File: config.mk
export PLATFORM = sky130hd
export DESIGN_NAME = lru_move_to_front_cache
export DESIGN_NICKNAME = d
export VERILOG_FILES = /design/src/lru_mtf_pkg.sv /design/src/lru_mtf_ram.sv /design/src/lru_move_to_front_cache.sv
export SDC_FILE = /design/constraint.sdc
export NUM_CORES = 2
export LEC_CHECK = 0
export BUFFER_PORTS_ARGS = -buffer_cell sky130_fd_sc_hd__buf_2
export CORE_ASPECT_RATIO = 0.5
export CORE_MARGIN = 3
export CORE_UTILIZATION = 42
export CTS_BUF_LIST = sky130_fd_sc_hd__clkbuf_4 sky130_fd_sc_hd__clkbuf_8
export DETAILED_ROUTE_END_ITERATION = 10
export PLACE_DENSITY = 0.62
export RECOVER_POWER = 50
export SLEW_MARGIN = 20
export SYNTH_ARGS = -nofsm -noshare
export SYNTH_HDL_FRONTEND = slang
export SYNTH_SLANG_ARGS = --single-unit
File: constraint.sdc
create_clock -name clk -period 8.51 [get_ports clk]
set_clock_uncertainty 0.15 [all_clocks]
set_input_delay 0.4255 -clock clk [delete_from_list [all_inputs] [get_ports clk]]
set_output_delay 0.4255 -clock clk [all_outputs]
set_load 0.01 [all_outputs]
File: src/lru_mtf_pkg.sv
// shared types and constants for the move-to-front lru cache
// no dependencies; imported by lru_move_to_front_cache and its testbench
package lru_mtf_pkg;

    // list geometry and field widths
    localparam int DEPTH  = 16;
    localparam int IDX_W  = $clog2(DEPTH);
    localparam int CNT_W  = $clog2(DEPTH + 1);
    localparam int KEY_W  = 32;
    localparam int DATA_W = 64;
    localparam int OP_W   = 2;

    // packed stream words
    localparam int IN_TDATA_W  = KEY_W + DATA_W;
    localparam int OUT_BITS    = DATA_W + CNT_W;
    localparam int OUT_TDATA_W = ((OUT_BITS + 7) / 8) * 8;

    // capacity register reset value
    localparam logic [CNT_W-1:0] CAP_RESET = CNT_W'(DEPTH);

    // operation codes carried in the input tuser
    typedef enum logic [OP_W-1:0] {
        OP_GET   = 2'd0,
        OP_PUT   = 2'd1,
        OP_INVAL = 2'd2,
        OP_CLEAR = 2'd3
    } op_t;

    // sequencer states
    typedef enum logic [3:0] {
        S_IDLE,
        S_RD,
        S_CMP,
        S_DECIDE,
        S_DOWN_RD,
        S_DOWN_WR,
        S_FRONT,
        S_UP_RD,
        S_UP_WR,
        S_DONE
    } state_t;

endpackage

File: src/lru_mtf_ram.sv
// generic single write port, single read port ram with registered read
// no dependencies
module lru_mtf_ram #(
    parameter int WIDTH = 32,
    parameter int DEPTH = 16
) (
    input  logic                     clk,
    input  logic                     we,
    input  logic [$clog2(DEPTH)-1:0] waddr,
    input  logic [WIDTH-1:0]         wdata,
    input  logic [$clog2(DEPTH)-1:0] raddr,
    output logic [WIDTH-1:0]         rdata
);

    logic [WIDTH-1:0] mem [DEPTH];

    // write port
    always_ff @(posedge clk)
    begin
        if (we)
        begin
            mem[waddr] <= wdata;
        end
    end

    // registered read port
    always_ff @(posedge clk)
    begin
        rdata <= mem[raddr];
    end

endmodule

File: src/lru_move_to_front_cache.sv
// fully associative lru cache kept as a recency-ordered list
// depends on lru_mtf_pkg and lru_mtf_ram
//
// usage
//   input words arrive on s_axis: tuser holds the operation (get, put,
//   invalidate, clear), tdata the key and the data for a put. every word
//   gives exactly one result word on m_axis: tuser is the hit flag, tdata
//   holds the returned data and the entry count after the operation. the
//   user must write capacity (cfg_we / cfg_wdata) only while the block is
//   idle; the block itself does not enforce this.
// sequencing
//   one word at a time. the key search reads one list position at a time
//   (S_RD, S_CMP) through a single shared key comparator; moving an entry
//   to the front reads and writes each shifted position (S_DOWN_RD,
//   S_DOWN_WR), then writes the front (S_FRONT); closing a gap reads and
//   writes each position behind it (S_UP_RD, S_UP_WR). s_axis_tready is
//   high only while the sequencer is idle.
// reset and stalls
//   reset empties the list and sets capacity to 16; no clearing pass. a
//   finished result waits in the output register while m_axis_tready is
//   low; the next input word is still taken, and its result is held back
//   until the output register is free.
module lru_move_to_front_cache (
    input  logic                                  clk,
    input  logic                                  rst_n,
    // configuration: capacity
    input  logic                                  cfg_we,
    input  logic [lru_mtf_pkg::CNT_W-1:0]         cfg_wdata,
    // input words
    input  logic                                  s_axis_tvalid,
    output logic                                  s_axis_tready,
    input  logic [lru_mtf_pkg::IN_TDATA_W-1:0]    s_axis_tdata,  // key_tag, data_in
    input  logic [lru_mtf_pkg::OP_W-1:0]          s_axis_tuser,  // op
    // result words
    output logic                                  m_axis_tvalid,
    input  logic                                  m_axis_tready,
    output logic [lru_mtf_pkg::OUT_TDATA_W-1:0]   m_axis_tdata,  // data_out, entries_held, pad
    output logic                                  m_axis_tuser   // hit
);

    import lru_mtf_pkg::*;

    // control state
    state_t            state_reg, state_next;
    logic [IDX_W-1:0]  idx_reg, idx_next;
    logic [IDX_W-1:0]  pos_reg, pos_next;
    logic              hit_reg, hit_next;
    logic [CNT_W-1:0]  fill_reg, fill_next;
    logic [CNT_W-1:0]  cap_reg;
    logic              out_valid_reg, out_valid_next;

    // payload
    op_t               op_reg, op_next;
    logic [KEY_W-1:0]  key_reg, key_next;
    logic [DATA_W-1:0] din_reg, din_next;
    logic [DATA_W-1:0] save_reg, save_next;
    logic              out_hit_reg, out_hit_next;
    logic [DATA_W-1:0] out_data_reg, out_data_next;
    logic [CNT_W-1:0]  out_cnt_reg, out_cnt_next;

    // memory ports
    logic              ram_we;
    logic [IDX_W-1:0]  ram_waddr;
    logic [IDX_W-1:0]  ram_raddr;
    logic [KEY_W-1:0]  key_wdata, key_rdata;
    logic [DATA_W-1:0] data_wdata, data_rdata;

    // helpers
    logic [CNT_W-1:0]  eff_cap;
    logic [CNT_W-1:0]  trimmed;
    logic [CNT_W-1:0]  idx_ext;
    logic              key_match;
    logic              in_fire;

    lru_mtf_ram #(.WIDTH(KEY_W), .DEPTH(DEPTH)) u_key_ram (
        .clk   (clk),
        .we    (ram_we),
        .waddr (ram_waddr),
        .wdata (key_wdata),
        .raddr (ram_raddr),
        .rdata (key_rdata)
    );

    lru_mtf_ram #(.WIDTH(DATA_W), .DEPTH(DEPTH)) u_data_ram (
        .clk   (clk),
        .we    (ram_we),
        .waddr (ram_waddr),
        .wdata (data_wdata),
        .raddr (ram_raddr),
        .rdata (data_rdata)
    );

    // capacity limits: zero acts as one, above depth acts as depth
    always_comb
    begin
        if (cap_reg == '0)
        begin
            eff_cap = CNT_W'(1);
        end
        else if (cap_reg > CNT_W'(DEPTH))
        begin
            eff_cap = CNT_W'(DEPTH);
        end
        else
        begin
            eff_cap = cap_reg;
        end
        trimmed = (fill_reg >= eff_cap) ? (eff_cap - CNT_W'(1)) : fill_reg;
    end

    assign idx_ext       = {1'b0, idx_reg};
    assign key_match     = (key_rdata == key_reg);
    assign s_axis_tready = (state_reg == S_IDLE);
    assign in_fire       = s_axis_tvalid && s_axis_tready;

    // sequencer: next state, memory control and result
    always_comb
    begin
        state_next     = state_reg;
        idx_next       = idx_reg;
        pos_next       = pos_reg;
        hit_next       = hit_reg;
        fill_next      = fill_reg;
        out_valid_next = out_valid_reg;
        op_next        = op_reg;
        key_next       = key_reg;
        din_next       = din_reg;
        save_next      = save_reg;
        out_hit_next   = out_hit_reg;
        out_data_next  = out_data_reg;
        out_cnt_next   = out_cnt_reg;
        ram_we         = 1'b0;
        ram_waddr      = idx_reg;
        ram_raddr      = idx_reg;
        key_wdata      = key_rdata;
        data_wdata     = data_rdata;

        // result word taken downstream
        if (m_axis_tvalid && m_axis_tready)
        begin
            out_valid_next = 1'b0;
        end

        case (state_reg)
            S_IDLE:
            begin
                if (in_fire)
                begin
                    op_next   = op_t'(s_axis_tuser);
                    key_next  = s_axis_tdata[KEY_W-1:0];
                    din_next  = s_axis_tdata[KEY_W +: DATA_W];
                    idx_next  = '0;
                    hit_next  = 1'b0;
                    save_next = '0;
                    state_next = (fill_reg == '0) ? S_DECIDE : S_RD;
                end
            end

            // issue read of the probed position
            S_RD:
            begin
                ram_raddr  = idx_reg;
                state_next = S_CMP;
            end

            // compare against the shared key comparator
            S_CMP:
            begin
                if (key_match)
                begin
                    hit_next   = 1'b1;
                    pos_next   = idx_reg;
                    save_next  = data_rdata;
                    state_next = S_DECIDE;
                end
                else if (idx_ext + CNT_W'(1) == fill_reg)
                begin
                    state_next = S_DECIDE;
                end
                else
                begin
                    idx_next   = idx_reg + IDX_W'(1);
                    state_next = S_RD;
                end
            end

            // choose the list update for the operation
            S_DECIDE:
            begin
                state_next = S_DONE;
                case (op_reg)
                    OP_GET, OP_PUT:
                    begin
                        if (hit_reg)
                        begin
                            idx_next   = pos_reg;
                            state_next = (pos_reg == '0) ? S_FRONT : S_DOWN_RD;
                        end
                        else if (op_reg == OP_PUT)
                        begin
                            fill_next  = trimmed + CNT_W'(1);
                            idx_next   = trimmed[IDX_W-1:0];
                            state_next = (trimmed == '0) ? S_FRONT : S_DOWN_RD;
                        end
                    end
                    OP_INVAL:
                    begin
                        if (hit_reg)
                        begin
                            fill_next = fill_reg - CNT_W'(1);
                            idx_next  = pos_reg;
                            if ({1'b0, pos_reg} + CNT_W'(1) < fill_reg)
                            begin
                                state_next = S_UP_RD;
                            end
                        end
                    end
                    OP_CLEAR:
                    begin
                        fill_next = '0;
                    end
                    default:
                    begin
                        state_next = S_DONE;
                    end
                endcase
            end

            // shift towards the back: read the entry in front
            S_DOWN_RD:
            begin
                ram_raddr  = idx_reg - IDX_W'(1);
                state_next = S_DOWN_WR;
            end

            S_DOWN_WR:
            begin
                ram_we    = 1'b1;
                ram_waddr = idx_reg;
                if (idx_reg == IDX_W'(1))
                begin
                    state_next = S_FRONT;
                end
                else
                begin
                    idx_next   = idx_reg - IDX_W'(1);
                    state_next = S_DOWN_RD;
                end
            end

            // write the most recent entry at the front
            S_FRONT:
            begin
                ram_we     = 1'b1;
                ram_waddr  = '0;
                key_wdata  = key_reg;
                data_wdata = (op_reg == OP_PUT) ? din_reg : save_reg;
                state_next = S_DONE;
            end

            // close the gap: read the entry behind
            S_UP_RD:
            begin
                ram_raddr  = idx_reg + IDX_W'(1);
                state_next = S_UP_WR;
            end

            S_UP_WR:
            begin
                ram_we    = 1'b1;
                ram_waddr = idx_reg;
                idx_next  = idx_reg + IDX_W'(1);
                if (idx_ext + CNT_W'(1) < fill_reg)
                begin
                    state_next = S_UP_RD;
                end
                else
                begin
                    state_next = S_DONE;
                end
            end

            // load the result word once the output register is free
            S_DONE:
            begin
                if (!out_valid_reg || m_axis_tready)
                begin
                    out_valid_next = 1'b1;
                    out_hit_next   = hit_reg;
                    out_data_next  = (op_reg == OP_GET && hit_reg) ? save_reg : '0;
                    out_cnt_next   = fill_reg;
                    state_next     = S_IDLE;
                end
            end

            default:
            begin
                state_next = S_IDLE;
            end
        endcase
    end

    // control registers
    always_ff @(posedge clk or negedge rst_n)
    begin
        if (!rst_n)
        begin
            state_reg     <= S_IDLE;
            idx_reg       <= '0;
            pos_reg       <= '0;
            hit_reg       <= 1'b0;
            fill_reg      <= '0;
            cap_reg       <= CAP_RESET;
            out_valid_reg <= 1'b0;
        end
        else
        begin
            state_reg     <= state_next;
            idx_reg       <= idx_next;
            pos_reg       <= pos_next;
            hit_reg       <= hit_next;
            fill_reg      <= fill_next;
            out_valid_reg <= out_valid_next;
            if (cfg_we)
            begin
                cap_reg <= cfg_wdata;
            end
        end
    end

    // payload registers
    always_ff @(posedge clk)
    begin
        op_reg       <= op_next;
        key_reg      <= key_next;
        din_reg      <= din_next;
        save_reg     <= save_next;
        out_hit_reg  <= out_hit_next;
        out_data_reg <= out_data_next;
        out_cnt_reg  <= out_cnt_next;
    end

    // result word
    assign m_axis_tvalid = out_valid_reg;
    assign m_axis_tuser  = out_hit_reg;
    assign m_axis_tdata  = {{(OUT_TDATA_W - OUT_BITS){1'b0}}, out_cnt_reg, out_data_reg};

endmodule

Word-level counts from Yosys, hierarchy flattened
Memory sizes are Yosys's and may differ from the RTL's. A register that Yosys moved wholly into a read port is not among the register bits.
Cells that the tools add are included.
Widths: inputs -> output; s select.

cells by class
  $add $sub $neg = 7
  order comparisons = 4
  eq/ne operators = 27
  mux-type cells = 48
  reduce and logical (&&, ||, !) cells = 22

operators with widths
  cell                 count
  $mux 64              4
  $pmux 64 s2          1
  $mux 4               15
  $pmux 4 s10          1
  $eq 32x32->1         1
  $mux 32              1
  $mux 5               6
  $pmux 4 s2           3
  $pmux 4 s5           1
  $eq 4x3->1 const B   4
  $ne 2x2->1 const B   8
  $logic_not 5->1      3
  $pmux 5 s3           1
  $mux 2               6
  $add 4x1->5 const B  2
  $lt 5x5->1           2
  $sub 5x1->5 const B  2
  $eq 4x1->1 const B   2
  $eq 4x2->1 const B   2
  $eq 4x4->1 const B   2
  $logic_not 4->1      2
  $mux 1               8
  $reduce_and 2->1     4
  $reduce_and 8->1     1
  other kinds (23)     26

storage, ports and cells
  register bits = 256
  RAM bits = 1,536
  bits of input ports = 108
  output and inout bits = 75
  logic and storage cells = 124
  memories kept = 2

memory list
  name            depth  width  rd ports  clocked after memory_dff  write ports  RTL line           text
  u_data_ram.mem  16     64     1         1                         1            lru_mtf_ram.sv:15  logic [WIDTH-1:0] mem [DEPTH];
  u_key_ram.mem   16     32     1         1                         1            lru_mtf_ram.sv:15

Logic depth before layout (Yosys ltp)
  word-level depth = 11
  mapped depth = 15
  depth with buffers taken out = 14

Modules after synthesis
From an unflattened synthesis, not the netlist that was laid out.

second synthesis, totals
  cell total of the unflattened synthesis = 3,520
  area total of the unflattened synthesis = 71,671.2 um^2

by module, submodules not included
  module                    times used  cells each  area an instance (um^2)  seq. area each (um^2)
  lru_mtf_ram (u_data_ram)  1           1,647       39,581.7                 32,030.7
  lru_mtf_ram (u_key_ram)   1           838         19,835.3                 16,015.4
  lru_move_to_front_cache   1           1,035       12,254.3                 7,568.5

Worst setup path after synthesis
No wires, ideal clock.

  kind = register -> register
  from = register state_reg[0]
  to = memory u_data_ram.mem[0][0] (netlist name) (enable)
  library setup time = 692 ps
  arrival time = 8,344 ps
  data required time = 7,668 ps
  path slack = -676 ps
  stages on the path, launching flop included = 9
  path buffers = 2
  clock period less this slack = 9,186 ps
  cells stage by stage = dfrtp_1 -> buf_2 -> buf_2 -> nor2_1 -> nand2_1 -> a21o_1 -> nor2_1 -> nand2_1 -> o31ai_1

on the way
  longest elaborated chain between the ends = 5
  elaborated cells between the ends (all ways) = 8
  classes of those cells = eq/ne: 3; mux: 4; reduce/logical: 1

RTL lines
  what                                             RTL line                        text
  from (decl)                                      lru_move_to_front_cache.sv:44   state_t state_reg, state_next;
  from (signal assigned)                           lru_move_to_front_cache.sv:318  state_reg <= state_next;
  $eq 4x4->1 / $eq 4x3->1 (equally long branches)  lru_move_to_front_cache.sv:144  case (state_reg)
  $reduce_or 3->1 (no source line)                 -
  $mux 1                                           lru_move_to_front_cache.sv:144
  $mux 1                                           lru_mtf_ram.sv:20               if (we)
  $mux 1 (implied by the code)                     lru_mtf_ram.sv:22               mem[waddr] <= wdata;
  to (decl)                                        lru_mtf_ram.sv:15

Several ways; a longest one is shown, not always the timed one.

Worst setup path after layout
  from = register state_reg[1]
  to = memory u_data_ram.mem[7][56] (netlist name) (enable)

The elaborated chain is that of the path after synthesis.

==> out/metrics.cfg <==
[run_status]
status=finished with violations
violations=capacitance limit, slew limit

[detailed_routing]
routed-via-count=45400
drt-total-wl_mm=209
antenna_left=0
drtIter0Drc=4936
post-route-drc-count=0
wire_per_inst_um=27.5
first_pass_iters=6
avgViaCountPerCell=5.97

[setup_path]
path_delay_family=buffers and inverters
required_ns=8.83
cp_cell_sequence=nor2b_2 -> buf_4 -> nand2_1 -> nand3b_1 -> nor2_1 -> clkbuf_1
cp-startpoint=state_reg[1]
cp_max_fo=66
setup.worst_path.start_class=flop
r2r_cells=6
r2r_start=state_reg[1]
crit_type=flop to flop
cpPeakStageDelay_ns=2.47
path_buf_inv=2
cp.depth=6
arrival_ns=6.73
crit_path_end_kind=flop
crit_slowest_cell=clkbuf_1

[sta]
maxSlewViolCount=844
finalHoldViolCount=0
setup-violations-final=0
finalWorstPathRequiredPeriod_ns=6.41
timing.setup.tns_ns=0
period_share_pct=75.3
tightest_slew_ns=4.77
grt_setup_unrepaired=no
max_slew_margin_pct=-218
timing.fmax_ghz=0.156
fin_ws_ns=2.10

[final_layout]
largest_register=u_data_ram.mem
nets=5162
syn_to_final_growth_pct=15.3
layout-drive-gt1-share_pct=19.1
final_core_util_pct=49.1
reg_top3=u_data_ram.mem: 1024 flops, u_key_ram.mem: 512 flops
finalNonFillerCells=7596
largest_reg_flops=1024

[place]
dp.cells=6885
dp_hpwl_mm=100
post-place-ws_ns=3.62
place.gp.congestion=0.810
io_buffers=179

[clock_tree]
clock_sinks=1888
clkSlewWorstSetupHoldPaths_ns=0.07
clockRootBuffer=clkbuf_8
cts_tree=yes
insertion_delay_ns=1.01
clock_path_buffers=4
numCtsBuffers=288
cts.htree.levels=5
postCtsSetupBuffers=0

[yosys]
yosys_warnings=0
ys_ff_latch=1888
synthCells=4551
ys_types=69
netlist_area_sq_um=74500
synthFlopType=edfxtp_1
synth.avg_cell_area_sq_um=16.4
ys_seq_area_share_pct=74.7
synth_edf_count=1768
ys_async_sr_fraction_pct=1.27

[die]
initial_core_util_pct=42.6
io_pins=183
die-area_sq_um=183000
core.rowCount=108
die_h_um=304
chipWidth_um=602
core-area_sq_um=175000

[pwr]
pwr-share-comb_pct=37.6
power_density_nw_per_um2=379
swShare_pct=38.1
switchingPower_mw=12.4
leakage_nw=27.9
ir_worst_vdd_mv=0.510
clkPwrFrac_pct=22.9
internal-power_mw=20.2
seq_power_share_pct=39.5

[grt]
grt_antenna_before_repair=2
grt_pass1_vias=46000
grt_pass1_wl_mm=308
grt_usage_pct=22.4
grt_max_degree=159
gr-total-overflow=0

[min_path]
hold_class=input pin to flop
hp-start=s_axis_tdata[10]
hold_path_depth=2

[flow_run]
drv_cap=22

[worst register-to-register path: stages, from the launching register on]
cell,delay [ns]
dfrtp_1,0.68
nor2b_2,0.31
buf_4,0.40
nand2_1,1.06
nand3b_1,0.47
nor2_1,0.32
clkbuf_1,2.47
[power groups by stage]
stage | registers [mW] | logic [mW] | clock network (mW)
after floorplan | 12.8 | 7.76 | 0
after global placement | 13.0 | 11.8 | 0
after detailed placement | 13.0 | 12.0 | 0
after CTS | 12.8 | 12.2 | 7.58
after global routing | 12.9 | 13.0 | 8.01
final | 12.9 | 12.3 | 7.46
[final cells by class]
| type | count | area, sq um |
|---|---|---|
| Multi-Input combinational cell | 2280 | 17500 |
| Antenna cell | 5 | 12.5 |
| Timing Repair Buffer | 550 | 4080 |
| Fill cell | 14600 | 89000 |
| Clock buffer | 424 | 5150 |
| Tap cell | 2365 | 2960 |
| Inverter | 22 | 83.8 |
| Sequential cell | 1888 | 55600 |
| Clock inverter | 62 | 448 |
[what timing repair did]
item | 4_1_cts | 5_1_grt
setup endpoints to repair | 0 | 0
hold endpoints to repair | 132 | 0
hold buffers | 218 | 0
gates resized for setup | 0 | 0
[cells by family after synthesis]
family,share of synthesized area (%)
AOI/OAI and AO/OA,7.87
xor gates and xnor gates,0.506
adders and majority gates,0.403
buffers and inverters,2.16
DFF,74.7
muxes,8.20
other,0.00503
and+or+nand+nor,6.19
[worst paths after layout]
path,endpoint,slack (ns)
min,key_reg[10],0.13
min in group asynchronous,cap_reg[4],0.37
max reg2reg,u_data_ram.mem[7][56],2.10
max in group asynchronous,idx_reg[0],6.53
max,u_data_ram.mem[7][56],2.10
min reg2reg,save_reg[36],0.41
[routing by layer]
layer	track usage, %	up-vias	wire length (um)	part of all wire (%)
li1	-	19300	-	-
met1	31.5	23300	87300	42
met2	35.5	2451	97900	47
met3	3.90	388	18500	8.8
met4	7.37	0	5650	2.7
met5	0	-	0	0
[Yosys cell counts, types with 7 or more instances]
master	count	share of area (%)
a21oi_1	21	0.14
a2bb2oi_1	96	1.1
a31oi_1	100	0.84
a32oi_1	97	1.1
and2_1	65	0.55
and3_1	67	0.56
buf_1	21	0.11
buf_2	63	0.42
buf_4	12	0.12
clkbuf_1	262	1.3
dfrtp_1	23	0.77
dfxtp_1	96	2.6
edfxtp_1	1768	71
ha_1	24	0.40
inv_1	21	0.11
mux2_2	202	3.1
mux2i_1	167	2.2
mux4_2	96	2.9
nand2_1	384	1.9
nand2b_1	7	0.059
nand3_1	111	0.75
nand4_1	106	0.89
nor2_1	36	0.18
nor2b_1	9	0.076
nor3_1	15	0.10
nor4_1	100	0.84
o2111ai_1	96	1.1
o21ai_0	271	1.8
o221ai_1	96	1.1
xnor2_1	35	0.41
xor2_1	8	0.094
[layout by cell type, fill, tap and decap left out, types with 21 or more instances in the layout]
master,n
nand2_1,380
nor4_1,100
edfxtp_1,1768
dfxtp_1,96
ha_1,24
dfrtp_1,23
xnor2_1,35
clkbuf_4,109
nor2_1,25
mux2_2,202
clkbuf_8,315
buf_4,93
and2_0,51
and3_1,66
a2bb2oi_1,96
a31oi_1,100
o21ai_0,271
mux4_2,96
mux2i_1,167
a32oi_1,97
o221ai_1,96
a21oi_1,21
dlygate4sd3_1,217
clkbuf_1,127
buf_2,100
clkinv_1,36
nand3_1,109
nand4_1,106
o2111ai_1,96
[metrics by stage]
stage,hold slack [ns],cell area [sq um],power [mW]
after global routing,0.149,85900,33.9
final,0.127,85900,32.6
after detailed placement,0.316,78400,25.1
after global placement,0.297,78400,24.8
after CTS,0.00409,86200,32.6
after floorplan,-0.0201,74500,20.6
Note: power is estimated with default switching activity, not from simulation.
